<file path="src/hw/rtl/hrs_pkg.sv">
`timescale 1ns / 1ps
`default_nettype none
package hrs_pkg;

	localparam int HR_DEPTH    = 16;
	localparam int ACCEL_DEPTH = 4;

	localparam int HR_IDX_W  = $clog2(HR_DEPTH);
	localparam int HR_CNT_W  = $clog2(HR_DEPTH + 1);
	localparam int HR_SUM_W  = 8 + HR_CNT_W;
	localparam int ACC_IDX_W = (ACCEL_DEPTH > 1) ? $clog2(ACCEL_DEPTH) : 1;
	localparam int ACC_TOT_W = 16 + $clog2(ACCEL_DEPTH);
	localparam int MIN_FILL  = 4;

	localparam int DIV_DVD_W = 48;
	localparam int DIV_DVS_W = 32;
	localparam int DIV_CNT_W = 6;

	localparam int Q_DEPTH = 4;
	localparam int Q_PTR_W = $clog2(Q_DEPTH);

	localparam int CFG_IDX_W  = 3;
	localparam int CFG_DATA_W = 16;

	localparam logic [CFG_IDX_W-1:0] REG_MOTION_THR   = 3'd0;
	localparam logic [CFG_IDX_W-1:0] REG_COOLDOWN     = 3'd1;
	localparam logic [CFG_IDX_W-1:0] REG_SAMPLE_PER   = 3'd2;
	localparam logic [CFG_IDX_W-1:0] REG_SCORE_PER    = 3'd3;
	localparam logic [CFG_IDX_W-1:0] REG_BASE_SAMPLES = 3'd4;
	localparam logic [CFG_IDX_W-1:0] REG_DEFAULT_BASE = 3'd5;

	// One request from the front to the back.
	typedef struct packed {
		logic        suppress;
		logic        wr_en;
		logic        score_en;
		logic [7:0]  hr;
		logic [15:0] base_q8;
		logic [7:0]  rest;
	} cmd_t;

endpackage
`default_nettype wire

</file>
<file path="src/hw/rtl/hrs_div.sv">
`timescale 1ns / 1ps
`default_nettype none
module hrs_div import hrs_pkg::*; (
	input  wire logic                 clk,
	input  wire logic                 arst_n,
	input  wire logic                 start,
	input  wire logic [DIV_DVD_W-1:0] dvd,
	input  wire logic [DIV_DVS_W-1:0] dvs,
	input  wire logic [DIV_CNT_W-1:0] nbits,
	output logic                      done,
	output logic [DIV_DVD_W-1:0]      quo
);

	logic                 busy_q;
	logic                 done_q;
	logic [DIV_CNT_W-1:0] cnt_q;
	logic [DIV_DVD_W-1:0] dvd_q;
	logic [DIV_DVD_W-1:0] quo_q;
	logic [DIV_DVS_W-1:0] dvs_q;
	logic [DIV_DVS_W-1:0] rem_q;
	logic [DIV_DVS_W:0]   trial;
	logic [DIV_DVS_W:0]   rem_n;
	logic                 ge;

	assign trial = {rem_q, dvd_q[DIV_DVD_W-1]};
	assign ge    = trial >= {1'b0, dvs_q};
	assign rem_n = ge ? trial - {1'b0, dvs_q} : trial;

	always_ff @(posedge clk or negedge arst_n) begin
		if (!arst_n) begin
			busy_q <= 1'b0;
			done_q <= 1'b0;
			cnt_q  <= '0;
		end else begin
			done_q <= 1'b0;
			if (start) begin
				busy_q <= 1'b1;
				cnt_q  <= nbits;
			end else if (busy_q) begin
				cnt_q <= cnt_q - 1'b1;
				if (cnt_q == DIV_CNT_W'(1)) begin
					busy_q <= 1'b0;
					done_q <= 1'b1;
				end
			end
		end
	end

	always_ff @(posedge clk) begin
		if (start) begin
			// Left-align the used low bits of the dividend.
			dvd_q <= dvd << (DIV_CNT_W'(DIV_DVD_W) - nbits);
			dvs_q <= dvs;
			rem_q <= '0;
			quo_q <= '0;
		end else if (busy_q) begin
			dvd_q <= {dvd_q[DIV_DVD_W-2:0], 1'b0};
			rem_q <= rem_n[DIV_DVS_W-1:0];
			quo_q <= {quo_q[DIV_DVD_W-2:0], ge};
		end
	end

	assign done = done_q;
	assign quo  = quo_q;

endmodule
`default_nettype wire

</file>
<file path="src/hw/rtl/hrs_front.sv">
`timescale 1ns / 1ps
`default_nettype none
module hrs_front import hrs_pkg::*; (
	input  wire logic                  clk,
	input  wire logic                  arst_n,
	input  wire logic                  s_tvalid,
	output logic                       s_tready,
	input  wire logic [55:0]           s_tdata,
	input  wire logic [1:0]            s_tuser,
	input  wire logic                  cfg_valid,
	output logic                       cfg_ready,
	input  wire logic [CFG_IDX_W-1:0]  cfg_index,
	input  wire logic [CFG_DATA_W-1:0] cfg_data,
	output logic                       push,
	output cmd_t                       push_cmd,
	input  wire logic                  full
);

	localparam logic [1:0] F_IDLE = 2'd0;
	localparam logic [1:0] F_EVAL = 2'd1;
	localparam logic [1:0] F_DIV  = 2'd2;
	localparam logic [1:0] F_PUSH = 2'd3;
	localparam logic [ACC_TOT_W-1:0] CENTER = ACC_TOT_W'(4096 * ACCEL_DEPTH);

	logic [1:0] st_q;

	logic [31:0] now_s1;
	logic [15:0] accel_s1;
	logic [7:0]  hr_s1;
	logic        hrv_s1;
	logic        stby_s1;

	logic [15:0] thr_q, cool_q, sp_q, scp_q;
	logic [5:0]  bsamp_q;
	logic [7:0]  dflt_q;

	logic [15:0]          hist_q [ACCEL_DEPTH];
	logic [ACC_IDX_W-1:0] aidx_q;
	logic [ACC_TOT_W-1:0] tot_q;
	logic [31:0]          last_motion_q, last_sample_q, last_score_q;
	logic [13:0]          bsum_q;
	logic [5:0]           bcnt_q;
	logic [15:0]          bq8_q;
	logic                 bready_q;
	logic                 sup_q, wr_q, score_q;

	logic [ACC_TOT_W-1:0] tot_n, dev, thr_x;
	logic                 moving, cool, hr_ok, samp_due, score_due, b_fin, suppress;
	logic [13:0]          bsum_n;
	logic [5:0]           bcnt_n;
	logic                 div_start, div_done;
	logic [DIV_DVD_W-1:0] div_quo;

	assign tot_n    = tot_q - ACC_TOT_W'(hist_q[aidx_q]) + ACC_TOT_W'(accel_s1);
	assign dev      = (tot_n > CENTER) ? tot_n - CENTER : CENTER - tot_n;
	assign thr_x    = ACC_TOT_W'(thr_q) * ACC_TOT_W'(ACCEL_DEPTH);
	assign moving   = dev > thr_x;
	// A last motion time of zero means no motion seen yet.
	assign cool     = (last_motion_q != 32'd0) &&
	                  ((now_s1 - last_motion_q) < {16'd0, cool_q});
	assign suppress = moving || cool;
	assign hr_ok    = hrv_s1 && (hr_s1 != 8'd0);
	assign samp_due = (now_s1 - last_sample_q) >= {16'd0, sp_q};
	assign score_due = (now_s1 - last_score_q) >= {16'd0, scp_q};
	assign bsum_n   = bsum_q + 14'(hr_s1);
	assign bcnt_n   = bcnt_q + 6'd1;
	assign b_fin    = samp_due && !bready_q && (bcnt_n >= bsamp_q);
	assign div_start = (st_q == F_EVAL) && !stby_s1 && !suppress && hr_ok && b_fin;

	hrs_div u_div (
		.clk    (clk),
		.arst_n (arst_n),
		.start  (div_start),
		.dvd    (DIV_DVD_W'({bsum_n, 8'd0})),
		.dvs    (DIV_DVS_W'(bcnt_n)),
		.nbits  (DIV_CNT_W'(22)),
		.done   (div_done),
		.quo    (div_quo)
	);

	assign s_tready  = (st_q == F_IDLE);
	assign cfg_ready = 1'b1;
	assign push      = (st_q == F_PUSH) && !full;

	always_comb begin
		push_cmd          = '0;
		push_cmd.suppress = sup_q;
		push_cmd.wr_en    = wr_q;
		push_cmd.score_en = score_q;
		push_cmd.hr       = hr_s1;
		push_cmd.base_q8  = bready_q ? bq8_q : {dflt_q, 8'd0};
		push_cmd.rest     = bready_q ? bq8_q[15:8] : hr_s1;
	end

	always_ff @(posedge clk) begin
		if (s_tvalid && s_tready) begin
			now_s1   <= s_tdata[31:0];
			accel_s1 <= s_tdata[47:32];
			hr_s1    <= s_tdata[55:48];
			hrv_s1   <= s_tuser[0];
			stby_s1  <= s_tuser[1];
		end
	end

	always_ff @(posedge clk or negedge arst_n) begin
		if (!arst_n) begin
			thr_q   <= 16'd819;
			cool_q  <= 16'd10000;
			sp_q    <= 16'd2000;
			scp_q   <= 16'd5000;
			bsamp_q <= 6'd12;
			dflt_q  <= 8'd72;
		end else if (cfg_valid && cfg_ready) begin
			unique case (cfg_index)
				REG_MOTION_THR:   thr_q   <= cfg_data;
				REG_COOLDOWN:     cool_q  <= cfg_data;
				REG_SAMPLE_PER:   sp_q    <= cfg_data;
				REG_SCORE_PER:    scp_q   <= cfg_data;
				REG_BASE_SAMPLES: bsamp_q <= cfg_data[5:0];
				REG_DEFAULT_BASE: dflt_q  <= cfg_data[7:0];
				default: ;
			endcase
		end
	end

	always_ff @(posedge clk or negedge arst_n) begin
		if (!arst_n) begin
			st_q          <= F_IDLE;
			for (int i = 0; i < ACCEL_DEPTH; i++) hist_q[i] <= 16'd4096;
			aidx_q        <= '0;
			tot_q         <= CENTER;
			last_motion_q <= '0;
			last_sample_q <= '0;
			last_score_q  <= '0;
			bsum_q        <= '0;
			bcnt_q        <= '0;
			bq8_q         <= '0;
			bready_q      <= 1'b0;
			sup_q         <= 1'b0;
			wr_q          <= 1'b0;
			score_q       <= 1'b0;
		end else begin
			unique case (st_q)
				F_IDLE: begin
					if (s_tvalid) st_q <= F_EVAL;
				end
				F_EVAL: begin
					if (stby_s1) begin
						st_q <= F_IDLE;
					end else begin
						tot_q          <= tot_n;
						hist_q[aidx_q] <= accel_s1;
						aidx_q <= (aidx_q == ACC_IDX_W'(ACCEL_DEPTH - 1)) ? '0 : aidx_q + 1'b1;
						if (moving) last_motion_q <= now_s1;
						if (suppress) begin
							sup_q   <= 1'b1;
							wr_q    <= 1'b0;
							score_q <= 1'b0;
							st_q    <= F_PUSH;
						end else if (!hr_ok) begin
							st_q <= F_IDLE;
						end else begin
							sup_q   <= 1'b0;
							wr_q    <= samp_due;
							score_q <= score_due;
							if (samp_due) last_sample_q <= now_s1;
							if (score_due) last_score_q <= now_s1;
							if (samp_due && !bready_q) begin
								bsum_q <= bsum_n;
								bcnt_q <= bcnt_n;
							end
							priority if (b_fin) st_q <= F_DIV;
							else if (samp_due || score_due) st_q <= F_PUSH;
							else st_q <= F_IDLE;
						end
					end
				end
				F_DIV: begin
					if (div_done) begin
						bq8_q    <= div_quo[15:0];
						bready_q <= 1'b1;
						st_q     <= F_PUSH;
					end
				end
				F_PUSH: begin
					if (!full) st_q <= F_IDLE;
				end
				default: st_q <= F_IDLE;
			endcase
		end
	end

	a_div_once: assert property (@(posedge clk) disable iff (!arst_n)
		(st_q == F_DIV) |-> !bready_q)
		else $error("baseline divide while baseline already ready");

endmodule
`default_nettype wire

</file>
<file path="src/hw/rtl/hrs_fifo.sv">
`timescale 1ns / 1ps
`default_nettype none
module hrs_fifo import hrs_pkg::*; (
	input  wire logic clk,
	input  wire logic arst_n,
	input  wire logic push,
	input  wire cmd_t push_cmd,
	output logic      full,
	input  wire logic pop,
	output cmd_t      pop_cmd,
	output logic      empty
);

	cmd_t               ent_q [Q_DEPTH];
	logic [Q_PTR_W-1:0] wp_q, rp_q;
	logic [Q_PTR_W:0]   cnt_q;

	assign full    = (cnt_q == (Q_PTR_W+1)'(Q_DEPTH));
	assign empty   = (cnt_q == '0);
	assign pop_cmd = ent_q[rp_q];

	always_ff @(posedge clk) begin
		if (push) ent_q[wp_q] <= push_cmd;
	end

	always_ff @(posedge clk or negedge arst_n) begin
		if (!arst_n) begin
			wp_q  <= '0;
			rp_q  <= '0;
			cnt_q <= '0;
		end else begin
			if (push) wp_q <= wp_q + 1'b1;
			if (pop) rp_q <= rp_q + 1'b1;
			if (push && !pop) cnt_q <= cnt_q + 1'b1;
			else if (pop && !push) cnt_q <= cnt_q - 1'b1;
		end
	end

	a_no_overflow: assert property (@(posedge clk) disable iff (!arst_n)
		push |-> !full)
		else $error("request queue overflow");

	a_no_underflow: assert property (@(posedge clk) disable iff (!arst_n)
		pop |-> !empty)
		else $error("request queue underflow");

endmodule
`default_nettype wire

</file>
<file path="src/hw/rtl/hrs_back.sv">
`timescale 1ns / 1ps
`default_nettype none
module hrs_back import hrs_pkg::*; (
	input  wire logic  clk,
	input  wire logic  arst_n,
	input  wire logic  empty,
	input  wire cmd_t  cmd,
	output logic       pop,
	output logic       m_tvalid,
	input  wire logic  m_tready,
	output logic [39:0] m_tdata,
	output logic [0:0]  m_tuser
);

	localparam logic [3:0] B_IDLE    = 4'd0;
	localparam logic [3:0] B_WALK    = 4'd1;
	localparam logic [3:0] B_MEAN_GO = 4'd2;
	localparam logic [3:0] B_MEAN_WT = 4'd3;
	localparam logic [3:0] B_STR_GO  = 4'd4;
	localparam logic [3:0] B_STR_WT  = 4'd5;
	localparam logic [3:0] B_SQ      = 4'd6;
	localparam logic [3:0] B_HRV_GO  = 4'd7;
	localparam logic [3:0] B_HRV_WT  = 4'd8;
	localparam logic [3:0] B_FIN     = 4'd9;

	localparam logic [15:0] LO  = 16'd15360;
	localparam logic [15:0] MID = 16'd21760;
	localparam logic [15:0] HI  = 16'd25600;

	logic [3:0] st_q;

	logic [7:0]          win_q [HR_DEPTH];
	logic [HR_IDX_W-1:0] widx_q;
	logic [HR_CNT_W-1:0] fill_q, fill_n, idx_q;
	logic                rd_v_s1;
	logic [7:0]          rd_s1;
	logic [HR_SUM_W-1:0] sum_q;
	logic [7:0]          mn_q, mx_q, rng_q;
	logic [15:0]         b_q, m_q;
	logic [7:0]          rest_q;
	logic [6:0]          stress_q, hrv_q;
	logic [31:0]         msq_q;
	logic                issue_v;

	logic [6:0] pub_stress_q, pub_hrv_q, pub_rec_q;
	logic [7:0] pub_rest_q;
	logic       pub_avail_q;

	logic       out_v_q;
	logic [6:0] o_stress_q, o_hrv_q, o_rec_q;
	logic [7:0] o_rest_q;
	logic [2:0] o_level_q;
	logic       o_avail_q, o_changed_q;

	logic [20:0] s_num;
	logic [15:0] s_den, s_rng;
	logic [7:0]  s_off, s_sum;
	logic [6:0]  s_val;
	logic [25:0] hrv_num;
	logic [9:0]  rec_x;
	logic [25:0] rec_p;
	logic [6:0]  rec_v;
	logic [2:0]  level_v;
	logic        chg_v;

	logic                 div_start, div_done;
	logic [DIV_DVD_W-1:0] div_dvd, div_quo;
	logic [DIV_DVS_W-1:0] div_dvs;
	logic [DIV_CNT_W-1:0] div_n;

	assign pop     = (st_q == B_IDLE) && !empty && !out_v_q;
	assign fill_n  = (cmd.wr_en && fill_q != HR_CNT_W'(HR_DEPTH)) ? fill_q + 1'b1 : fill_q;
	assign issue_v = (idx_q < fill_q);

	// Piecewise stress bands; offset plus a truncated ratio.
	always_comb begin
		s_rng = '0;
		if (m_q <= LO) begin
			s_num = 21'(m_q) * 21'd20;
			s_den = LO;
			s_off = 8'd0;
		end else if (m_q <= b_q) begin
			s_rng = b_q - LO;
			s_num = 21'(m_q - LO) * 21'd20;
			s_den = (s_rng < 16'd256) ? 16'd256 : s_rng;
			s_off = 8'd20;
		end else if (m_q <= MID) begin
			s_rng = (b_q < MID) ? MID - b_q : 16'd0;
			s_num = 21'(m_q - b_q) * 21'd25;
			s_den = (s_rng < 16'd256) ? 16'd256 : s_rng;
			s_off = 8'd40;
		end else if (m_q < HI) begin
			s_num = 21'(m_q - MID) * 21'd15;
			s_den = HI - MID;
			s_off = 8'd65;
		end else begin
			s_num = 21'(m_q - HI) * 21'd20;
			s_den = 16'd10240;
			s_off = 8'd80;
		end
	end

	assign s_sum   = s_off + div_quo[7:0];
	assign s_val   = (s_sum > 8'd100) ? 7'd100 : s_sum[6:0];
	assign hrv_num = 26'(rng_q) * 26'd180000;

	// Divide by ten as a multiply by the reciprocal, exact for these values.
	assign rec_x = 10'(stress_q) * 10'd9;
	assign rec_p = 26'(rec_x) * 26'd52429;
	assign rec_v = 7'd100 - rec_p[25:19];

	always_comb begin
		priority if (stress_q <= 7'd20) level_v = 3'd0;
		else if (stress_q <= 7'd40) level_v = 3'd1;
		else if (stress_q <= 7'd65) level_v = 3'd2;
		else if (stress_q <= 7'd80) level_v = 3'd3;
		else level_v = 3'd4;
	end

	assign chg_v = (stress_q != pub_stress_q) || (hrv_q != pub_hrv_q) ||
	               (rest_q != pub_rest_q) || (rec_v != pub_rec_q) || !pub_avail_q;

	always_comb begin
		div_start = 1'b0;
		div_dvd   = DIV_DVD_W'({sum_q, 8'd0});
		div_dvs   = DIV_DVS_W'(fill_q);
		div_n     = DIV_CNT_W'(HR_SUM_W + 8);
		unique case (st_q)
			B_MEAN_GO: div_start = 1'b1;
			B_STR_GO: begin
				div_start = 1'b1;
				div_dvd   = DIV_DVD_W'(s_num);
				div_dvs   = DIV_DVS_W'(s_den);
				div_n     = DIV_CNT_W'(21);
			end
			B_HRV_GO: begin
				div_start = 1'b1;
				div_dvd   = DIV_DVD_W'({hrv_num, 16'd0});
				div_dvs   = msq_q;
				div_n     = DIV_CNT_W'(42);
			end
			default: ;
		endcase
	end

	hrs_div u_div (
		.clk    (clk),
		.arst_n (arst_n),
		.start  (div_start),
		.dvd    (div_dvd),
		.dvs    (div_dvs),
		.nbits  (div_n),
		.done   (div_done),
		.quo    (div_quo)
	);

	always_ff @(posedge clk) begin
		if (pop && cmd.wr_en) win_q[widx_q] <= cmd.hr;
		rd_s1 <= win_q[idx_q[HR_IDX_W-1:0]];
	end

	always_ff @(posedge clk or negedge arst_n) begin
		if (!arst_n) begin
			st_q         <= B_IDLE;
			widx_q       <= '0;
			fill_q       <= '0;
			idx_q        <= '0;
			rd_v_s1      <= 1'b0;
			pub_stress_q <= '0;
			pub_hrv_q    <= '0;
			pub_rest_q   <= '0;
			pub_rec_q    <= '0;
			pub_avail_q  <= 1'b0;
			out_v_q      <= 1'b0;
		end else begin
			if (out_v_q && m_tready) out_v_q <= 1'b0;
			rd_v_s1 <= (st_q == B_WALK) && issue_v;
			unique case (st_q)
				B_IDLE: begin
					if (pop) begin
						if (cmd.wr_en) begin
							widx_q <= (widx_q == HR_IDX_W'(HR_DEPTH - 1)) ? '0 : widx_q + 1'b1;
						end
						fill_q <= fill_n;
						if (cmd.suppress) begin
							out_v_q      <= 1'b1;
							o_stress_q   <= '0;
							o_hrv_q      <= '0;
							o_rest_q     <= '0;
							o_rec_q      <= '0;
							o_level_q    <= '0;
							o_avail_q    <= 1'b0;
							o_changed_q  <= (pub_stress_q != '0) || (pub_hrv_q != '0) ||
							                (pub_rest_q != '0) || (pub_rec_q != '0) ||
							                pub_avail_q;
							pub_stress_q <= '0;
							pub_hrv_q    <= '0;
							pub_rest_q   <= '0;
							pub_rec_q    <= '0;
							pub_avail_q  <= 1'b0;
						end else if (cmd.score_en && fill_n >= HR_CNT_W'(MIN_FILL)) begin
							b_q    <= cmd.base_q8;
							rest_q <= cmd.rest;
							idx_q  <= '0;
							sum_q  <= '0;
							mn_q   <= 8'd255;
							mx_q   <= 8'd0;
							st_q   <= B_WALK;
						end
					end
				end
				B_WALK: begin
					if (issue_v) idx_q <= idx_q + 1'b1;
					if (rd_v_s1) begin
						sum_q <= sum_q + HR_SUM_W'(rd_s1);
						if (rd_s1 < mn_q) mn_q <= rd_s1;
						if (rd_s1 > mx_q) mx_q <= rd_s1;
					end
					if (!issue_v && !rd_v_s1) st_q <= B_MEAN_GO;
				end
				B_MEAN_GO: st_q <= B_MEAN_WT;
				B_MEAN_WT: begin
					if (div_done) begin
						m_q  <= div_quo[15:0];
						st_q <= B_STR_GO;
					end
				end
				B_STR_GO: st_q <= B_STR_WT;
				B_STR_WT: begin
					if (div_done) begin
						stress_q <= s_val;
						st_q     <= B_SQ;
					end
				end
				B_SQ: begin
					msq_q <= 32'(m_q) * 32'(m_q);
					rng_q <= mx_q - mn_q;
					if (mx_q == mn_q) begin
						hrv_q <= 7'd18;
						st_q  <= B_FIN;
					end else begin
						st_q <= B_HRV_GO;
					end
				end
				B_HRV_GO: st_q <= B_HRV_WT;
				B_HRV_WT: begin
					if (div_done) begin
						if (div_quo > DIV_DVD_W'(120)) hrv_q <= 7'd120;
						else if (div_quo < DIV_DVD_W'(10)) hrv_q <= 7'd10;
						else hrv_q <= div_quo[6:0];
						st_q <= B_FIN;
					end
				end
				B_FIN: begin
					out_v_q      <= 1'b1;
					o_stress_q   <= stress_q;
					o_hrv_q      <= hrv_q;
					o_rest_q     <= rest_q;
					o_rec_q      <= rec_v;
					o_level_q    <= level_v;
					o_avail_q    <= 1'b1;
					o_changed_q  <= chg_v;
					pub_stress_q <= stress_q;
					pub_hrv_q    <= hrv_q;
					pub_rest_q   <= rest_q;
					pub_rec_q    <= rec_v;
					pub_avail_q  <= 1'b1;
					st_q         <= B_IDLE;
				end
				default: st_q <= B_IDLE;
			endcase
		end
	end

	assign m_tvalid = out_v_q;
	assign m_tuser  = o_avail_q;
	assign m_tdata  = {7'd0, o_changed_q, o_level_q, o_rec_q, o_rest_q, o_hrv_q, o_stress_q};

	a_fill_bound: assert property (@(posedge clk) disable iff (!arst_n)
		fill_q <= HR_CNT_W'(HR_DEPTH))
		else $error("window fill count beyond depth");

	a_suppress_zero: assert property (@(posedge clk) disable iff (!arst_n)
		(m_tvalid && !m_tuser[0]) |-> (m_tdata[31:0] == 32'd0))
		else $error("suppression result carries nonzero values");

endmodule
`default_nettype wire

</file>
<file path="src/hw/rtl/hr_stress_score_estimator_core.sv">
// Path: a suppression result can leave once its item is accepted and queued; a score result
// follows a walk of up to 16 window reads, then divider passes of 21, 21 and 42 bit steps
// (the last skipped for a flat window), and a further front-end divide when it finalizes the
// baseline. Flow: the front takes no new item while it evaluates one, divides or waits to queue
// a request; the back end takes no new request until its last result has been taken.
// Reset: asynchronous, clears all control state and loads register reset values.
`timescale 1ns / 1ps
`default_nettype none
module hr_stress_score_estimator_core import hrs_pkg::*; (
	input  wire logic                  clk,
	input  wire logic                  arst_n,
	input  wire logic                  s_tvalid,
	output logic                       s_tready,
	input  wire logic [55:0]           s_tdata,   // now_ms, accel_mag, hr_bpm
	input  wire logic [1:0]            s_tuser,   // hr_valid, standby
	output logic                       m_tvalid,
	input  wire logic                  m_tready,
	output logic [39:0]                m_tdata,   // stress_score, hrv_value, resting_hr,
	                                              // recovery_score, level_code, changed
	output logic [0:0]                 m_tuser,   // available
	input  wire logic                  cfg_valid,
	output logic                       cfg_ready,
	input  wire logic [CFG_IDX_W-1:0]  cfg_index,
	input  wire logic [CFG_DATA_W-1:0] cfg_data
);

	logic push, pop, full, empty;
	cmd_t push_cmd, pop_cmd;

	hrs_front u_front (
		.clk       (clk),
		.arst_n    (arst_n),
		.s_tvalid  (s_tvalid),
		.s_tready  (s_tready),
		.s_tdata   (s_tdata),
		.s_tuser   (s_tuser),
		.cfg_valid (cfg_valid),
		.cfg_ready (cfg_ready),
		.cfg_index (cfg_index),
		.cfg_data  (cfg_data),
		.push      (push),
		.push_cmd  (push_cmd),
		.full      (full)
	);

	hrs_fifo u_fifo (
		.clk      (clk),
		.arst_n   (arst_n),
		.push     (push),
		.push_cmd (push_cmd),
		.full     (full),
		.pop      (pop),
		.pop_cmd  (pop_cmd),
		.empty    (empty)
	);

	hrs_back u_back (
		.clk      (clk),
		.arst_n   (arst_n),
		.empty    (empty),
		.cmd      (pop_cmd),
		.pop      (pop),
		.m_tvalid (m_tvalid),
		.m_tready (m_tready),
		.m_tdata  (m_tdata),
		.m_tuser  (m_tuser)
	);

endmodule
`default_nettype wire

</file>
<file path="config.mk">
export PLATFORM = sky130hd
export DESIGN_NAME = hr_stress_score_estimator_core
export DESIGN_NICKNAME = d
export VERILOG_FILES = /design/src/hw/rtl/hrs_pkg.sv /design/src/hw/rtl/hrs_div.sv /design/src/hw/rtl/hrs_front.sv /design/src/hw/rtl/hrs_fifo.sv /design/src/hw/rtl/hrs_back.sv /design/src/hw/rtl/hr_stress_score_estimator_core.sv
export SDC_FILE = /design/constraint.sdc
export NUM_CORES = 2
export LEC_CHECK = 0
export BUFFER_PORTS_ARGS = -buffer_cell sky130_fd_sc_hd__buf_2
export CAP_MARGIN = 20
export CORE_MARGIN = 2
export CORE_UTILIZATION = 25
export DETAILED_ROUTE_END_ITERATION = 12
export SYNTH_ARGS = -nofsm -noshare
export SYNTH_HDL_FRONTEND = slang
export SYNTH_SLANG_ARGS = --single-unit
export TNS_END_PERCENT = 50
</file>
<file path="constraint.sdc">
create_clock -name clk -period 9.9 [get_ports clk]
set_clock_uncertainty 0.1 [all_clocks]
set_input_delay 1.98 -clock clk [delete_from_list [all_inputs] [get_ports clk]]
set_output_delay 1.98 -clock clk [all_outputs]
set_load 0.01 [all_outputs]
</file>
==> reports/metrics.csv <==
stage,metric,value,unit
timing,Final Critical Period,8.76,ns
global_routing,GR Util met2,20.2,%
critical_path,Critical Path Source Type,register,
power,PD cells,311,nW/µm²
cts,# clock sinks,1089,
critical_path,CP bufs+invs,2,
logic_synthesis,Post-synth top flop,edfxtp_1,
power,Net Sw Power,0.0108,W
power,Int Pwr,0.0148,W
cts,CTS tree,built,
placement,Final GP Congestion,0.905,
global_routing,pin count of the biggest net entering global routing,149,
logic_synthesis,top cell type's share of synthesized area,23.9,%
logic_synthesis,Netlist Area Pre-Place,72700,µm²
global_routing,first-pass GRT wire length,288,mm
power,clock power share,18.3,%
critical_path,Worst setup EP type,register,
drt,via count,50402,
timing,worst rel slew slack,18.4,%
drt,Post-route DRC,0,
power,LEAKAGE,35.5,nW
floorplan,# IOs,126,
critical_path,Crit path largest cell delay,0.90,ns
drt,drt total wl,181,mm
power,Flop pwr share,28.0,%
global_routing,met3 GRT Util,1.86,%
logic_synthesis,Avg Synthesized Cell Area,10.7,µm²
logic_synthesis,"count leader, synth",inv_1,
layout,nets,7953,
drt,Wirelength per Cell,16.6,µm
cts,clock tree buffer depth,3,
floorplan,Die ar.,295000,µm²
global_routing,total congestion overflow,0,
power,combinational share of power,53.7,%
cts,Resized cells post-CTS,0,
layout,layout cell share with drive strength beyond 1,10.6,%
placement,DPL Wire Length,137,mm
logic_synthesis,number of distinct library cells after synthesis,106,
timing,worst slew pin tran,1.20,ns
timing,endpoints failing setup,0,
global_routing,grt met1 use,16.2,%
critical_path,WP data required,10.46,ns
cts,clock-pin slew of the registers on the worst-case setup and hold paths,0.06,ns
cts,H-tree depth,3,
logic_synthesis,Post-synth ARST share,34.3,%
timing,Final Hold Vio Count,0,
logic_synthesis,"top cells by area, synth","edfxtp_1 24%, dfrtp_1 12%, ha_1 12%",
logic_synthesis,"Seq/Total Area, Yosys",40.6,%
placement,placed insts,10667,
floorplan,FP Rows,198,
cts,CTS root buf,clkbuf_16,
layout,Final Util,28.3,%
layout,"non-filler cells, final",10902,
floorplan,Die H,543,µm
critical_path,Worst Path Arrival,9.33,ns
timing,RSZ-0062 raised after global routing,false,
drt,drt pass-1 iters,6,
cts,Post-CTS Setup Bufs,0,
timing,final period utilization,88.5,%
cts,worst skew pair latency,0.79,ns
global_routing,GR Util All Layers,12.1,%
global_routing,GRT busiest layer,met2,
critical_path,CP max FO,55,
outcome,outcome,"finished, final reports clean",
floorplan,Die W,543,µm
logic_synthesis,yosys warns,0,
logic_synthesis,cell taking the most area after synthesis,edfxtp_1,
timing,max-slew violation count,0,
timing,Max Clock Freq,114,MHz
run,max-cap viol count,0,
logic_synthesis,"top cells by count, synth","849 x inv_1, 681 x ha_1, 580 x edfxtp_1",
worst_hold_path,HP Class,register to register,
logic_synthesis,Seq cells post-synth,1089,
placement,Port-buffer cells,117,
power,VDD IR max,416,µV
global_routing,vias in the first global route,51077,
floorplan,Initial Utilization,25.1,%
cts,CTS Buf Count,120,
logic_synthesis,"EDFF count, synth",580,
layout,Area Overhead vs Synth,13.0,%
floorplan,core area,290000,µm²
critical_path,Most common cell on crit path,o21a_1,
drt,antenna-violating nets left,0,
layout,Filler cells,30096,
critical_path,Setup Crit Path Kind,register to register,
drt,DRT iter0 DRCs,3343,
timing,setup total negative slack,0,ns
logic_synthesis,Post-Syn Instances,6797,
critical_path,CP max stage cell,dfrtp_1,
cts,CTS Hold Buffers Added,0,
power,Sw Share,42.2,%
global_routing,number of antenna violations at the first check in global routing,6,
drt,Vias/cell,4.62,
critical_path,"delay-heaviest family, CP",compound AO/OA/AOI/OAI gates,
power by group through the flow:
stage               clock, W  combinational, W  sequential, W
floorplan                  0            0.0106        0.00684
global placement           0            0.0133        0.00721
detailed placement         0            0.0137        0.00726
CTS                  0.00482            0.0137        0.00718
global route         0.00499            0.0154        0.00732
finish               0.00469            0.0137        0.00717
flip-flops by register name, summed over array words and instances (netlist names), 18 cells and up:
| register | cells |
|---|---|
| u_back.msq_q | 31 |
| u_back.u_div.dvd_q | 46 |
| u_back.u_div.dvs_q | 32 |
| u_back.u_div.quo | 48 |
| u_back.u_div.rem_q | 32 |
| u_back.win_q | 128 |
| u_fifo.ent_q | 140 |
| u_front.hist_q | 64 |
| u_front.last_motion_q | 32 |
| u_front.last_sample_q | 32 |
| u_front.last_score_q | 32 |
| u_front.now_s1 | 32 |
| u_front.tot_q | 18 |
| u_front.u_div.rem_q | 32 |
layout by cell type (no fill, tap or decap), drive strengths merged, types with 86 or more instances in the layout:
cell | netlist | routed
a21o | 154 | 154
mux2i | 96 | 96
mux2 | 197 | 197
o21ai | 376 | 376
nor3 | 108 | 108
ha | 681 | 681
edfxtp | 580 | 580
inv | 851 | 860
dfrtp | 342 | 342
fa | 298 | 298
mux4 | 91 | 91
xnor2 | 247 | 247
nor2 | 411 | 411
nand2 | 446 | 446
a21oi | 336 | 336
buf | 39 | 190
clkbuf | 184 | 161
dfxtp | 136 | 136
nand3 | 86 | 86
and3 | 91 | 91
xor2 | 139 | 139
path summary, 6_finish.rpt:
path,from,to,slack [ns],cells after the start
setup / recovery,u_front.aidx_q[1],u_front.bsum_q[5],1.14,32
hold / removal,u_back.u_div.rem_q[31],u_back.u_div.rem_q[31],0.38,2
setup reg to reg,u_front.aidx_q[1],u_front.bsum_q[5],1.14,32
hold reg to reg,u_back.u_div.rem_q[31],u_back.u_div.rem_q[31],0.38,2
max in group asynchronous,arst_n,u_front.u_div.busy_q,6.82,3
min in group asynchronous,arst_n,u_front.last_motion_q[4],1.03,1
cell type report:
class | instances | area [µm²] | share of cell area [%]
antenna | 2 | 5.00 | 0.00609
clock buffer | 161 | 3320 | 4.04
clock inverter | 69 | 881 | 1.07
inverter | 855 | 3210 | 3.90
multi-input combinational | 4636 | 39200 | 47.7
sequential | 1089 | 29500 | 35.9
tap | 3900 | 4880 | 5.93
timing repair buffer | 190 | 1190 | 1.45
metal layers:
| metal | vias to the layer above | routed length, µm |
|---|---|---|
| met5 | - | 0 |
| met4 | 0 | 5300 |
| met3 | 252 | 9910 |
| met2 | 1225 | 84700 |
| met1 | 24886 | 81400 |
| li1 | 24039 | - |
cells by family after synthesis:
group / after synthesis / synth area share [%]
other cells: 2 / 0.0103
mux: 384 / 7.34
flops: 1089 / 40.6
buf+inv: 1079 / 5.72
compound gates: 1322 / 11.5
xor+xnor: 386 / 4.65
fa+ha+maj: 980 / 19.9
simple gates: 1555 / 10.3
worst register-to-register path, delay by kind of cell, from the launching register on:
kind | cells | cell delay (ns)
adders and majority gates | 4 | 1.44
AOI/OAI and AO/OA | 15 | 2.74
DFF | 1 | 0.90
muxes | 2 | 0.79
buffers and inverters | 2 | 0.43
and+or+nand+nor | 7 | 1.60
xor gates and xnor gates | 2 | 0.61
metrics by stage:
| step | cell area (µm²) | power (W) | hold slack, ns | setup WS [ns] |
|---|---|---|---|---|
| finish | 82200 | 0.0256 | 0.383 | 1.14 |
| global route | 82200 | 0.0277 | 0.398 | 0.526 |
| floorplan | 72800 | 0.0175 | 0.345 | 1.14 |
| global placement | 78000 | 0.0205 | 0.360 | 1.15 |
| CTS | 82200 | 0.0257 | 0.381 | 1.12 |
| detailed placement | 78000 | 0.0209 | 0.373 | 1.15 |
No activity file was read; power rests on OpenSTA's default activity.
